`config.mk`:
```
export PLATFORM = sky130hd
export DESIGN_NAME = strided_repack_address_generator_unit
export DESIGN_NICKNAME = d
export VERILOG_FILES = /design/src/sv/srag_pkg.sv /design/src/sv/srag_cfg.sv /design/src/sv/srag_front.sv /design/src/sv/srag_fifo.sv /design/src/sv/srag_back.sv /design/src/sv/strided_repack_address_generator_unit.sv
export SDC_FILE = /design/constraint.sdc
export NUM_CORES = 2
export LEC_CHECK = 0
export BUFFER_PORTS_ARGS = -buffer_cell sky130_fd_sc_hd__clkbuf_2
export CORE_MARGIN = 2
export CORE_UTILIZATION = 56
export CTS_BUF_LIST = sky130_fd_sc_hd__clkbuf_4
export CTS_CLUSTER_DIAMETER = 30
export DETAILED_ROUTE_END_ITERATION = 10
export PLACE_DENSITY = 0.83
export SLEW_MARGIN = 20
export SYNTH_ARGS = -nofsm -noshare
export SYNTH_HDL_FRONTEND = slang
export SYNTH_SLANG_ARGS = --single-unit
```
`constraint.sdc`:
```
create_clock -name clk -period 7 [get_ports clk]
set_input_delay 0.35 -clock clk [delete_from_list [all_inputs] [get_ports clk]]
set_output_delay 0.35 -clock clk [all_outputs]
set_load 0.005 [all_outputs]
```
`src/sv/srag_pkg.sv`:
```
// Shared types and constants for the strided repack address generator.
// No dependencies; used by every module of the block except srag_fifo.
package srag_pkg;

	// configuration port
	localparam int CFG_IDX_BITS  = 3;
	localparam int CFG_DATA_BITS = 13;

	typedef enum logic [CFG_IDX_BITS-1:0] {
		REG_UNPACK_MODE    = 3'd0,
		REG_IMAGE_BATCH    = 3'd1,
		REG_IMAGE_CHANNELS = 3'd2,
		REG_IMAGE_HEIGHT   = 3'd3,
		REG_IMAGE_WIDTH    = 3'd4,
		REG_ROW_STRIDE     = 3'd5,
		REG_COL_STRIDE     = 3'd6
	} cfg_reg_t;

	// register field widths as written
	localparam int BATCH_FIELD_BITS  = 11;
	localparam int DIM_FIELD_BITS    = 13;
	localparam int STRIDE_FIELD_BITS = 5;

	// batch count 1..1024, position 0..1023
	localparam int BATCH_MAX  = 1024;
	localparam int BATCH_BITS = 10;
	localparam int BATCH_W    = 11;

	localparam logic MODE_PACK   = 1'b0;
	localparam logic MODE_UNPACK = 1'b1;

	// per-move classification passed from front to back
	typedef struct packed {
		logic in_image;
		logic last;
	} move_flags_t;

endpackage

```
`src/sv/srag_cfg.sv`:
```
// Configuration register file with range clamping.
// Depends on srag_pkg.
module srag_cfg #(
	parameter int DIM_BITS   = 12,
	parameter int MAX_STRIDE = 16,
	localparam int DW        = DIM_BITS + 1,
	localparam int SW_BITS   = $clog2(MAX_STRIDE + 1)
) (
	input  logic                                 clk,
	input  logic                                 arst_n,
	input  logic                                 cfg_we,
	input  logic [srag_pkg::CFG_IDX_BITS-1:0]    cfg_index,
	input  logic [srag_pkg::CFG_DATA_BITS-1:0]   cfg_data,
	output logic                                 unpack_mode,
	output logic [srag_pkg::BATCH_W-1:0]         nb,
	output logic [DW-1:0]                        nc,
	output logic [DW-1:0]                        nh,
	output logic [DW-1:0]                        nw,
	output logic [SW_BITS-1:0]                   sh,
	output logic [SW_BITS-1:0]                   sw
);

	localparam int DIM_MAX = 1 << DIM_BITS;

	logic [srag_pkg::DIM_FIELD_BITS-1:0]    dim_f;
	logic [srag_pkg::STRIDE_FIELD_BITS-1:0] str_f;
	logic [srag_pkg::BATCH_FIELD_BITS-1:0]  bat_f;
	logic [DW-1:0]                          dim_c;
	logic [SW_BITS-1:0]                     str_c;
	logic [srag_pkg::BATCH_W-1:0]           bat_c;

	logic                         unpack_q;
	logic [srag_pkg::BATCH_W-1:0] nb_q;
	logic [DW-1:0]                nc_q, nh_q, nw_q;
	logic [SW_BITS-1:0]           sh_q, sw_q;

	assign dim_f = cfg_data[srag_pkg::DIM_FIELD_BITS-1:0];
	assign str_f = cfg_data[srag_pkg::STRIDE_FIELD_BITS-1:0];
	assign bat_f = cfg_data[srag_pkg::BATCH_FIELD_BITS-1:0];

	// zero counts as one, anything above the bound saturates
	always_comb begin
		if (dim_f == '0) begin
			dim_c = DW'(1);
		end else if (32'(dim_f) > DIM_MAX) begin
			dim_c = DW'(DIM_MAX);
		end else begin
			dim_c = DW'(dim_f);
		end
		if (str_f == '0) begin
			str_c = SW_BITS'(1);
		end else if (32'(str_f) > MAX_STRIDE) begin
			str_c = SW_BITS'(MAX_STRIDE);
		end else begin
			str_c = SW_BITS'(str_f);
		end
		if (bat_f == '0) begin
			bat_c = srag_pkg::BATCH_W'(1);
		end else if (32'(bat_f) > srag_pkg::BATCH_MAX) begin
			bat_c = srag_pkg::BATCH_W'(srag_pkg::BATCH_MAX);
		end else begin
			bat_c = bat_f;
		end
	end

	always_ff @(posedge clk or negedge arst_n) begin
		if (!arst_n) begin
			unpack_q <= srag_pkg::MODE_PACK;
			nb_q     <= srag_pkg::BATCH_W'(1);
			nc_q     <= DW'(1);
			nh_q     <= DW'(1);
			nw_q     <= DW'(1);
			sh_q     <= SW_BITS'(1);
			sw_q     <= SW_BITS'(1);
		end else if (cfg_we) begin
			case (srag_pkg::cfg_reg_t'(cfg_index))
				srag_pkg::REG_UNPACK_MODE:    unpack_q <= cfg_data[0];
				srag_pkg::REG_IMAGE_BATCH:    nb_q     <= bat_c;
				srag_pkg::REG_IMAGE_CHANNELS: nc_q     <= dim_c;
				srag_pkg::REG_IMAGE_HEIGHT:   nh_q     <= dim_c;
				srag_pkg::REG_IMAGE_WIDTH:    nw_q     <= dim_c;
				srag_pkg::REG_ROW_STRIDE:     sh_q     <= str_c;
				srag_pkg::REG_COL_STRIDE:     sw_q     <= str_c;
				default: ;
			endcase
		end
	end

	assign unpack_mode = unpack_q;
	assign nb = nb_q;
	assign nc = nc_q;
	assign nh = nh_q;
	assign nw = nw_q;
	assign sh = sh_q;
	assign sw = sw_q;

endmodule

```
`src/sv/srag_front.sv`:
```
// Front end: takes input transfers, walks the packed-order counters and
// classifies each move (inside image, final move). Depends on srag_pkg.
module srag_front #(
	parameter int ADDR_BITS  = 32,
	parameter int DIM_BITS   = 12,
	parameter int MAX_STRIDE = 16,
	localparam int DW        = DIM_BITS + 1,
	localparam int SW_BITS   = $clog2(MAX_STRIDE + 1),
	localparam int PH_W      = $clog2(MAX_STRIDE)
) (
	input  logic                              clk,
	input  logic                              arst_n,
	input  logic                              in_valid,
	output logic                              in_ready,
	input  logic                              restart,
	input  logic [srag_pkg::BATCH_W-1:0]      nb,
	input  logic [DW-1:0]                     nc,
	input  logic [DW-1:0]                     nh,
	input  logic [DW-1:0]                     nw,
	input  logic [SW_BITS-1:0]                sh,
	input  logic [SW_BITS-1:0]                sw,
	input  logic                              q_full,
	output logic                              q_push,
	output logic [srag_pkg::BATCH_BITS-1:0]   mv_batch,
	output logic [DIM_BITS-1:0]               mv_chan,
	output logic [DIM_BITS-1:0]               mv_row,
	output logic [DIM_BITS-1:0]               mv_col,
	output logic [ADDR_BITS-1:0]              mv_pidx,
	output srag_pkg::move_flags_t             mv_flags
);

	localparam int RB_W = DIM_BITS + SW_BITS + 1;

	logic [PH_W-1:0]                 prow_q, pcol_q, prow_c, pcol_c;
	logic [srag_pkg::BATCH_BITS-1:0] batch_q, batch_c;
	logic [DIM_BITS-1:0]             chan_q, grow_q, gcol_q, chan_c, grow_c, gcol_c;
	logic [ADDR_BITS-1:0]            pidx_q, pidx_c;

	logic [RB_W-1:0] row_base, col_base, row_full, col_full;
	logic end_prow, end_pcol, end_batch, end_chan, end_grow, end_gcol;
	logic last, in_image, accept;

	assign in_ready = !q_full;
	assign accept   = in_valid && in_ready;

	// restart clears the walk before this move
	assign prow_c  = restart ? '0 : prow_q;
	assign pcol_c  = restart ? '0 : pcol_q;
	assign batch_c = restart ? '0 : batch_q;
	assign chan_c  = restart ? '0 : chan_q;
	assign grow_c  = restart ? '0 : grow_q;
	assign gcol_c  = restart ? '0 : gcol_q;
	assign pidx_c  = restart ? '0 : pidx_q;

	assign row_base = RB_W'(grow_c) * RB_W'(sh);
	assign col_base = RB_W'(gcol_c) * RB_W'(sw);
	assign row_full = row_base + RB_W'(prow_c);
	assign col_full = col_base + RB_W'(pcol_c);
	assign in_image = (row_full < RB_W'(nh)) && (col_full < RB_W'(nw));

	// grid counter g is at its end when (g+1)*stride >= dim, i.e. g+1 >= ceil(dim/stride)
	assign end_grow  = (row_base + RB_W'(sh)) >= RB_W'(nh);
	assign end_gcol  = (col_base + RB_W'(sw)) >= RB_W'(nw);
	assign end_prow  = (32'(prow_c) + 32'd1) >= 32'(sh);
	assign end_pcol  = (32'(pcol_c) + 32'd1) >= 32'(sw);
	assign end_batch = (32'(batch_c) + 32'd1) >= 32'(nb);
	assign end_chan  = (32'(chan_c) + 32'd1) >= 32'(nc);
	assign last = end_prow && end_pcol && end_batch && end_chan && end_grow && end_gcol;

	assign q_push   = accept;
	assign mv_batch = batch_c;
	assign mv_chan  = chan_c;
	assign mv_row   = DIM_BITS'(row_full);
	assign mv_col   = DIM_BITS'(col_full);
	assign mv_pidx  = pidx_c;
	assign mv_flags = '{in_image: in_image, last: last};

	// carry chain, grid column fastest; on the final move every counter wraps
	always_ff @(posedge clk or negedge arst_n) begin
		if (!arst_n) begin
			prow_q  <= '0;
			pcol_q  <= '0;
			batch_q <= '0;
			chan_q  <= '0;
			grow_q  <= '0;
			gcol_q  <= '0;
			pidx_q  <= '0;
		end else if (accept) begin
			pidx_q <= last ? '0 : pidx_c + 1'b1;
			gcol_q <= end_gcol ? '0 : gcol_c + 1'b1;
			if (end_gcol) begin
				grow_q <= end_grow ? '0 : grow_c + 1'b1;
			end else begin
				grow_q <= grow_c;
			end
			if (end_gcol && end_grow) begin
				chan_q <= end_chan ? '0 : chan_c + 1'b1;
			end else begin
				chan_q <= chan_c;
			end
			if (end_gcol && end_grow && end_chan) begin
				batch_q <= end_batch ? '0 : batch_c + 1'b1;
			end else begin
				batch_q <= batch_c;
			end
			if (end_gcol && end_grow && end_chan && end_batch) begin
				pcol_q <= end_pcol ? '0 : pcol_c + 1'b1;
			end else begin
				pcol_q <= pcol_c;
			end
			if (end_gcol && end_grow && end_chan && end_batch && end_pcol) begin
				prow_q <= end_prow ? '0 : prow_c + 1'b1;
			end else begin
				prow_q <= prow_c;
			end
		end
	end

endmodule

```
`src/sv/srag_fifo.sv`:
```
// Small register queue between the front and back ends.
// No package dependencies.
module srag_fifo #(
	parameter int WIDTH = 8,
	parameter int DEPTH = 4,
	localparam int PTR_W = $clog2(DEPTH),
	localparam int CNT_W = $clog2(DEPTH + 1)
) (
	input  logic             clk,
	input  logic             arst_n,
	input  logic             push,
	input  logic [WIDTH-1:0] wdata,
	output logic             full,
	input  logic             pop,
	output logic [WIDTH-1:0] rdata,
	output logic             empty
);

	logic [WIDTH-1:0] slot_q [DEPTH];
	logic [PTR_W-1:0] wr_ptr_q, rd_ptr_q;
	logic [CNT_W-1:0] count_q;
	logic             do_push, do_pop;

	assign full    = count_q == CNT_W'(DEPTH);
	assign empty   = count_q == '0;
	assign do_push = push && !full;
	assign do_pop  = pop && !empty;
	assign rdata   = slot_q[rd_ptr_q];

	always_ff @(posedge clk) begin
		if (do_push) begin
			slot_q[wr_ptr_q] <= wdata;
		end
	end

	always_ff @(posedge clk or negedge arst_n) begin
		if (!arst_n) begin
			wr_ptr_q <= '0;
			rd_ptr_q <= '0;
			count_q  <= '0;
		end else begin
			if (do_push) begin
				wr_ptr_q <= (32'(wr_ptr_q) == DEPTH - 1) ? '0 : wr_ptr_q + 1'b1;
			end
			if (do_pop) begin
				rd_ptr_q <= (32'(rd_ptr_q) == DEPTH - 1) ? '0 : rd_ptr_q + 1'b1;
			end
			case ({do_push, do_pop})
				2'b10:   count_q <= count_q + 1'b1;
				2'b01:   count_q <= count_q - 1'b1;
				default: count_q <= count_q;
			endcase
		end
	end

endmodule

```
`src/sv/srag_back.sv`:
```
// Back end: three-stage address pipeline ((b*C + c)*H + row)*W + col and
// the result register with mode-dependent field selection. Depends on srag_pkg.
module srag_back #(
	parameter int ADDR_BITS = 32,
	parameter int DIM_BITS  = 12,
	localparam int DW       = DIM_BITS + 1
) (
	input  logic                              clk,
	input  logic                              arst_n,
	input  logic                              unpack_mode,
	input  logic [DW-1:0]                     nc,
	input  logic [DW-1:0]                     nh,
	input  logic [DW-1:0]                     nw,
	input  logic                              q_empty,
	output logic                              q_pop,
	input  logic [srag_pkg::BATCH_BITS-1:0]   mv_batch,
	input  logic [DIM_BITS-1:0]               mv_chan,
	input  logic [DIM_BITS-1:0]               mv_row,
	input  logic [DIM_BITS-1:0]               mv_col,
	input  logic [ADDR_BITS-1:0]              mv_pidx,
	input  srag_pkg::move_flags_t             mv_flags,
	output logic                              out_valid,
	input  logic                              out_ready,
	output logic [31:0]                       read_addr,
	output logic [31:0]                       write_addr,
	output logic                              write_zero,
	output logic                              skip_move,
	output logic                              last_move
);

	logic                  en;
	logic                  v_s1, v_s2, v_s3;
	logic [ADDR_BITS-1:0]  base_s1, base_s2;
	logic [DIM_BITS-1:0]   row_s1, col_s1, col_s2;
	logic [ADDR_BITS-1:0]  pidx_s1, pidx_s2;
	srag_pkg::move_flags_t flags_s1, flags_s2;
	logic [ADDR_BITS-1:0]  img;
	logic [63:0]           img_ext, pidx_ext;
	logic [31:0]           rd_s3, wr_s3;
	logic                  wz_s3, sk_s3, last_s3;

	// whole pipe advances together whenever the result register can move
	assign en    = !v_s3 || out_ready;
	assign q_pop = en && !q_empty;

	assign img      = base_s2 * ADDR_BITS'(nw) + ADDR_BITS'(col_s2);
	assign img_ext  = 64'(img);
	assign pidx_ext = 64'(pidx_s2);

	always_ff @(posedge clk or negedge arst_n) begin
		if (!arst_n) begin
			v_s1 <= 1'b0;
			v_s2 <= 1'b0;
			v_s3 <= 1'b0;
		end else if (en) begin
			v_s1 <= !q_empty;
			v_s2 <= v_s1;
			v_s3 <= v_s2;
		end
	end

	always_ff @(posedge clk) begin
		if (en) begin
			base_s1  <= ADDR_BITS'(mv_batch) * ADDR_BITS'(nc) + ADDR_BITS'(mv_chan);
			row_s1   <= mv_row;
			col_s1   <= mv_col;
			pidx_s1  <= mv_pidx;
			flags_s1 <= mv_flags;

			base_s2  <= base_s1 * ADDR_BITS'(nh) + ADDR_BITS'(row_s1);
			col_s2   <= col_s1;
			pidx_s2  <= pidx_s1;
			flags_s2 <= flags_s1;

			last_s3 <= flags_s2.last;
			if (unpack_mode == srag_pkg::MODE_UNPACK) begin
				rd_s3 <= flags_s2.in_image ? pidx_ext[31:0] : '0;
				wr_s3 <= flags_s2.in_image ? img_ext[31:0] : '0;
				wz_s3 <= 1'b0;
				sk_s3 <= !flags_s2.in_image;
			end else begin
				rd_s3 <= flags_s2.in_image ? img_ext[31:0] : '0;
				wr_s3 <= pidx_ext[31:0];
				wz_s3 <= !flags_s2.in_image;
				sk_s3 <= 1'b0;
			end
		end
	end

	assign out_valid  = v_s3;
	assign read_addr  = rd_s3;
	assign write_addr = wr_s3;
	assign write_zero = wz_s3;
	assign skip_move  = sk_s3;
	assign last_move  = last_s3;

endmodule

```
`src/sv/strided_repack_address_generator_unit.sv`:
```
// Top level of the strided repack (space to batch) address generator.
// Depends on srag_pkg, srag_cfg, srag_front, srag_fifo, srag_back.

// Each input transfer produces one element move in packed order (phase row,
// phase column, batch, channel, grid row, grid column). The block sustains one
// move per clock unless the output stalls: the front end advances its walk
// counters, and the back end's three-stage multiply pipeline takes a new move
// whenever it advances. A move passes through the four-entry queue and three
// pipeline registers to out_valid; the queue lets input keep flowing while the
// output is stalled. Register writes take effect at once and must be made only
// while no moves are in flight. Clamped register values are held, not raw ones.
module strided_repack_address_generator_unit #(
	parameter int ADDR_BITS  = 32,
	parameter int DIM_BITS   = 12,
	parameter int MAX_STRIDE = 16
) (
	input  logic                               clk,
	input  logic                               arst_n,
	input  logic                               cfg_we,
	input  logic [srag_pkg::CFG_IDX_BITS-1:0]  cfg_index,
	input  logic [srag_pkg::CFG_DATA_BITS-1:0] cfg_data,
	input  logic                               in_valid,
	output logic                               in_ready,
	input  logic                               restart,
	output logic                               out_valid,
	input  logic                               out_ready,
	output logic [31:0]                        read_addr,
	output logic [31:0]                        write_addr,
	output logic                               write_zero,
	output logic                               skip_move,
	output logic                               last_move
);

	localparam int DW          = DIM_BITS + 1;
	localparam int SW_BITS     = $clog2(MAX_STRIDE + 1);
	localparam int QUEUE_DEPTH = 4;
	localparam int FLAG_W      = $bits(srag_pkg::move_flags_t);
	localparam int ENTRY_W     = srag_pkg::BATCH_BITS + 3 * DIM_BITS + ADDR_BITS + FLAG_W;

	logic                            unpack_mode;
	logic [srag_pkg::BATCH_W-1:0]    nb;
	logic [DW-1:0]                   nc, nh, nw;
	logic [SW_BITS-1:0]              sh, sw;

	logic                            q_full, q_empty, q_push, q_pop;
	logic [ENTRY_W-1:0]              q_wdata, q_rdata;

	logic [srag_pkg::BATCH_BITS-1:0] f_batch, b_batch;
	logic [DIM_BITS-1:0]             f_chan, f_row, f_col, b_chan, b_row, b_col;
	logic [ADDR_BITS-1:0]            f_pidx, b_pidx;
	srag_pkg::move_flags_t           f_flags, b_flags;

	srag_cfg #(
		.DIM_BITS   (DIM_BITS),
		.MAX_STRIDE (MAX_STRIDE)
	) u_cfg (
		.clk         (clk),
		.arst_n      (arst_n),
		.cfg_we      (cfg_we),
		.cfg_index   (cfg_index),
		.cfg_data    (cfg_data),
		.unpack_mode (unpack_mode),
		.nb          (nb),
		.nc          (nc),
		.nh          (nh),
		.nw          (nw),
		.sh          (sh),
		.sw          (sw)
	);

	srag_front #(
		.ADDR_BITS  (ADDR_BITS),
		.DIM_BITS   (DIM_BITS),
		.MAX_STRIDE (MAX_STRIDE)
	) u_front (
		.clk      (clk),
		.arst_n   (arst_n),
		.in_valid (in_valid),
		.in_ready (in_ready),
		.restart  (restart),
		.nb       (nb),
		.nc       (nc),
		.nh       (nh),
		.nw       (nw),
		.sh       (sh),
		.sw       (sw),
		.q_full   (q_full),
		.q_push   (q_push),
		.mv_batch (f_batch),
		.mv_chan  (f_chan),
		.mv_row   (f_row),
		.mv_col   (f_col),
		.mv_pidx  (f_pidx),
		.mv_flags (f_flags)
	);

	assign q_wdata = {f_batch, f_chan, f_row, f_col, f_pidx, f_flags};
	assign {b_batch, b_chan, b_row, b_col, b_pidx, b_flags} = q_rdata;

	srag_fifo #(
		.WIDTH (ENTRY_W),
		.DEPTH (QUEUE_DEPTH)
	) u_queue (
		.clk    (clk),
		.arst_n (arst_n),
		.push   (q_push),
		.wdata  (q_wdata),
		.full   (q_full),
		.pop    (q_pop),
		.rdata  (q_rdata),
		.empty  (q_empty)
	);

	srag_back #(
		.ADDR_BITS (ADDR_BITS),
		.DIM_BITS  (DIM_BITS)
	) u_back (
		.clk         (clk),
		.arst_n      (arst_n),
		.unpack_mode (unpack_mode),
		.nc          (nc),
		.nh          (nh),
		.nw          (nw),
		.q_empty     (q_empty),
		.q_pop       (q_pop),
		.mv_batch    (b_batch),
		.mv_chan     (b_chan),
		.mv_row      (b_row),
		.mv_col      (b_col),
		.mv_pidx     (b_pidx),
		.mv_flags    (b_flags),
		.out_valid   (out_valid),
		.out_ready   (out_ready),
		.read_addr   (read_addr),
		.write_addr  (write_addr),
		.write_zero  (write_zero),
		.skip_move   (skip_move),
		.last_move   (last_move)
	);

endmodule
```
# Word level (Yosys, flattened, before mapping)
# Memories as Yosys holds them, arrays and structs flattened.
# Index checks and enable logic that the tools add are counted.
# word_totals
regBits	392
mem_bits_rw	320
input_bits	22
out_inout_bits	69
memories	1
# mem_list
memory	depth	word_bits	read_ports	rd_ports_with_merged_regs	wr	line_no	text
u_queue.slot_q	4	80	1	0	1	srag_fifo.sv:19	logic [WIDTH-1:0] slot_q [DEPTH];
# op_classes
add_sub_neg	22
multipliers	5
order_cmp	11
eq_ne	11
mux	34
reduce_logical	32
# ops
operator	n
$mux W32	6
$mux W12	8
$add A32 B12 Y32	2
$ge A32 B5 Y1	2
$mul A32 B13 Y32	2
$add A12 B1 Y12 const B	3
$add A17 B4 Y18	2
$add A17 B5 Y18	2
$ge A18 B13 Y1	2
$lt A18 B13 Y1	2
$mul A12 B5 Y17	2
$add A32 B1 Y32 const B	1
$ge A32 B11 Y1	1
$ge A32 B13 Y1	1
$mux W10	3
$mux W13	2
$add A23 B12 Y24	1
$mux W4	6
$mul A10 B13 Y23	1
$mux W11	2
$logic_and A1 B1 Y1	14
$reduce_and A2 Y1	7
$add A12 B1 Y13 const B	1
$gt A13 B13 Y1 const B	1
25 further kinds	41

# Logic depth before layout (Yosys ltp)
# depth
word_depth	9
ltp_mapped	36
ltp_nobuf	29

# Hierarchy
# From an unflattened synthesis, not the netlist that was laid out.
# hier_totals
cells_unflattened	5446
area_unflattened_um2	59697.3
# by_module_without_submodules
module	n_inst	cells_each	area_each_um2
srag_back	1	3126	32150.8
srag_front	1	1632	12982.5
srag_fifo	1	460	11957.7
srag_cfg	1	228	2606.2

# Least setup slack after synthesis
# Ideal clock, no wire load.
# synth_timing
path_type	input port to flip-flop
start	in restart
end	reg u_front.batch_q[8] (netlist name)
setup_time_ns	0.126
t_arrival_ns	7.690
t_required_ns	6.874
setup_slack_ns	-0.816
path_stages	32
n_path_buf	7
cell_sequence	clkbuf_1 > clkbuf_1 > clkbuf_1 > buf_1 > clkbuf_1 > nor2_1 > nand2_1 > fa_1 > fa_1 > fa_1 > inv_1 > ha_1 > o21a_2 > a2111oi_4 > or3_4 > and2_1 > clkbuf_1 > and2_1 > nand3_1 > xnor2_1 > ha_1 > a22o_1 > nor4_1 > o311ai_0 > a31oi_1 > o221ai_2 > a211oi_4 > a21oi_1 > and4_1 > buf_2 > and3b_1 > a221o_1
# synth_via
elab_chain_cells	7
word_cells_on_any_way	19
# synth_rtl
item	line_no	text
start: declaration	strided_repack_address_generator_unit.sv:24	input logic restart,
$mux W12 (on tied branches)	srag_front.sv:52, srag_front.sv:51	
$mul A12 B5 Y17 (on tied branches)	srag_front.sv:56, srag_front.sv:55	
$add A17 B5 Y18 (on tied branches)	srag_front.sv:63, srag_front.sv:62	
$ge A18 B13 Y1 (on tied branches)	srag_front.sv:63, srag_front.sv:62	
$logic_and A1 B1 Y1 (2 in series)	srag_front.sv:101	if (end_gcol && end_grow && end_chan) begin
$mux W10 *	srag_front.sv:101	
end signal: assignment	srag_front.sv:102	batch_q <= end_batch ? '0 : batch_c + 1'b1;
end signal: assignment	srag_front.sv:104	batch_q <= batch_c;
end: declaration	srag_front.sv:35	logic [srag_pkg::BATCH_BITS-1:0] batch_q, batch_c;
# Every way passes the cells marked *; elsewhere a longest branch is shown, timed or not.
# A chain may end at the register's enable or synchronous reset.

# Worst setup path in the final report
# layout_timing
start	reg u_cfg.nw_q[2], in the netlist u_cfg.nw[2]
end	reg u_back.rd_s3[28], in the netlist u_back.read_addr[28], data pin
# layout_via
elab_chain_cells	4
# layout_rtl
item	line_no	text
start: declaration	srag_cfg.sv:34	logic [DW-1:0] nc_q, nh_q, nw_q;
start signal: assignment	srag_cfg.sv:81	srag_pkg::REG_IMAGE_WIDTH: nw_q <= dim_c;
$mul A32 B13 Y32	srag_back.sv:46	assign img = base_s2 * ADDR_BITS'(nw) + ADDR_BITS'(col_s2);
$add A32 B12 Y32	srag_back.sv:46	
$mux W32	srag_back.sv:82	rd_s3 <= flags_s2.in_image ? img_ext[31:0] : '0;
$mux W32	srag_back.sv:76	if (unpack_mode == srag_pkg::MODE_UNPACK) begin
end signal: assignment	srag_back.sv:77	rd_s3 <= flags_s2.in_image ? pidx_ext[31:0] : '0;
end signal: assignment	srag_back.sv:82	
end: declaration	srag_back.sv:39	logic [31:0] rd_s3, wr_s3;
# Every way passes these cells.

==> flow_summary.ini <==
[placed_design]
pre_cts_slack_ns = -0.00751
globalplace.congestion = 0.928
hpwlAfterDp_mm = 106
place_inst = 6889
portBuffers = 90
place_area_um2 = 62100

[yosys]
synth_enable_flop_cells = 547
syn-num-nets = 6509
synth-seq-cells = 704
yosysSeqAreaShare = 0.346
ys_types = 93
synth_top_area_share = 0.279
yosysMostFrequentCell = nand2_1
synth_cells = 5422
synth_common_cells = nand2_1 (770), inv_1 (750), fa_1 (671)
syn-cell-area_um2 = 58900
yosysWarnings = 0
ys_async_sr_fraction = 0.223
postSynthAreaPerCell_um2 = 10.9
synth_area_leaders = edfxtp_1 (28%), fa_1 (23%), ha_1 (8.4%)
yosysTopAreaCell = edfxtp_1
dominantRegCellSynth = edfxtp_1

[critical_path]
cpMostUsedCell = fa_1
r2r-start = u_cfg.nw[2]
cpMaxStageDelayCell = fa_1
cp.arrival_ns = 7.56
r2r-end = u_back.read_addr[28]
critPathRequiredTime_ns = 7.79
startpoint_type = flop
end_kind = flop
crit_path_end = u_back.read_addr[28]
worst-path-stages = 25
worst-path-max-fanout = 7
path_buf_inv = 6
r2r_cells = 25
reg2reg_setup_slack_ns = 0.23
crit_family = adder cells
critPathMaxStageDelay_ns = 0.54
startpoint = u_cfg.nw[2]
path_class = flop to flop

[clocking]
cts_buffers = 177
clock_latency_ns = 1.11
clockBufferDepth = 3
cts_root_buf = clkbuf_4
clkTransAtPathRegs_ns = 0.07
htreeDepth = 4
clock_sinks = 704
cts_tree = yes

[drt]
post-route-drc-count = 0
avgRoutedWirePerCell_um = 19.5
post_drt_via_cell_ratio = 5.74
drt_pass1_iterations = 6
wl_mm = 142
postRouteAntennaNets = 0
drtIter0Drc = 3336
vias = 41790

[grt]
grt_max_degree = 170
track_usage = 0.269
grt_pass1_vias = 43942
grt_pass1_wl_mm = 229
antenna_found_initial = 4
grt_overflow = 0

[finish]
fin_cells = 7282
fin_area_um2 = 65400
synthToLayoutAreaGrowth_pct = 11.1
nNetsFinal = 6834
drive_above_1_share = 0.141
fin_util = 0.629

[sta]
finalClockSkew_ns = 0.115
layout_min_cycle_time_ns = 6.77
tightest_slew_ns = 1.02
fin_ws_ns = 0.233
drv_slew = 0
timing_hold_violations_final = 0
max_freq_mhz = 148
setup_violations = 0
fin_crit_sh = 0.967
maxSlewHeadroom = 0.319

[job]
maxCapViolCount = 0

[floorplanning]
rows = 118
die_w_um = 328
pin_count = 91
core_area_um2 = 104000
start_util = 0.567
dieArea_um2 = 108000
fp.dieH_um = 328

[status]
status = complete, no violations

[hold_path]
worstHoldPathType = primary input to flop
registers in the layout, summed over array words and instances (netlist names), 13 cells and up:
name / flops
u_back.write_addr: 32
u_back.base_s2: 32
u_front.pidx_q: 32
u_cfg.nh: 13
u_back.read_addr: 32
u_back.base_s1: 24
u_back.pidx_s1: 32
u_cfg.nw: 13
u_cfg.nc: 13
u_back.pidx_s2: 32
u_queue.slot_q: 320
worst reg2reg max path, delay by kind of cell, from the launching register on:
family | cells | cell delay (ns)
xor gates and xnor gates | 1 | 0.17
adders and majority gates | 7 | 3.27
AOI/OAI and AO/OA | 8 | 1.62
buffers and inverters | 6 | 0.70
DFF | 1 | 0.42
and+or+nand+nor | 3 | 0.32
layout by cell type (no fill, tap or decap), types with 16 or more instances in the layout:
cell type and n:
nand2_1 768, xnor2_1 122, o22ai_1 29, a211oi_1 20, clkbuf_2 88, nor3_1 49
o31ai_1 21, dlygate4sd3_1 33, a21o_1 67, and2_1 343, clkbuf_4 255, edfxtp_1 547
ha_1 387, o21a_1 21, nor2b_1 103, inv_1 747, nand4_1 19, nand2b_1 53
mux4_2 80, clkinv_1 42, buf_4 257, o21ai_0 206, a22o_1 16, mux2i_1 18
nand3_1 87, dfrtp_1 137, a21oi_1 111, fa_1 671, and3_1 67, nor2_1 135
xor2_1 63
layout make-up:
class	count	area, um^2
antenna	5	12.5
clock buffer	255	1910
timing repair buffer	393	2970
inverter	751	2830
fill	7701	38500
clock inverter	74	634
multi-input combinational	3720	34900
sequential	704	20400
tap	1380	1730
metal layers:
layer  up-vias  global-route usage  share of wire
met5         -                   0        0.00032
met4         6              0.0911          0.029
met3       310              0.0524          0.084
met2      1994               0.461           0.50
met1     20762               0.346           0.39
li1      18718                   -              -
kinds of logic after synthesis:
| group | after synthesis | share of synthesized area |
|---|---|---|
| xor gates and xnor gates | 185 | 0.0275 |
| muxes | 111 | 0.0361 |
| and+or+nand+nor | 1717 | 0.143 |
| buffers and inverters | 998 | 0.0643 |
| DFF | 704 | 0.346 |
| adders and majority gates | 1065 | 0.312 |
| AOI/OAI and AO/OA | 642 | 0.0715 |
worst min path at each step:
stage                     start                to  slack [ns]  cells past startpoint
finish              cfg_data[2]       u_cfg.nb[2]        0.25                      4
global route        cfg_data[2]       u_cfg.nb[2]        0.22                      4
CTS                 cfg_data[2]       u_cfg.nb[2]        0.11                      4
detailed placement       arst_n  u_back.out_valid        0.29                      1
global placement         arst_n  u_back.out_valid        0.29                      1
floorplan                arst_n  u_back.out_valid        0.05                      0
through the flow:
stage | hold WS (ns) | TNS, ns
global route | 0.221 | -0.0479
CTS | 0.108 | 0
finish | 0.253 | 0
global placement | 0.295 | 0
detailed placement | 0.295 | -0.00751
floorplan | 0.0544 | -0.847
timing repair:
item / 4_1_cts / 5_1_grt
resized for setup: 0 / 40
endpoints found under the hold margin: 317 / 0
hold buffers: 34 / 0
setup endpoints to repair: 0 / 97
buffers inserted: 0 / 25
Power is left out: the tool's default activity adds up to more than one toggle a clock period on the data nets, which glitch-free logic cannot reach.
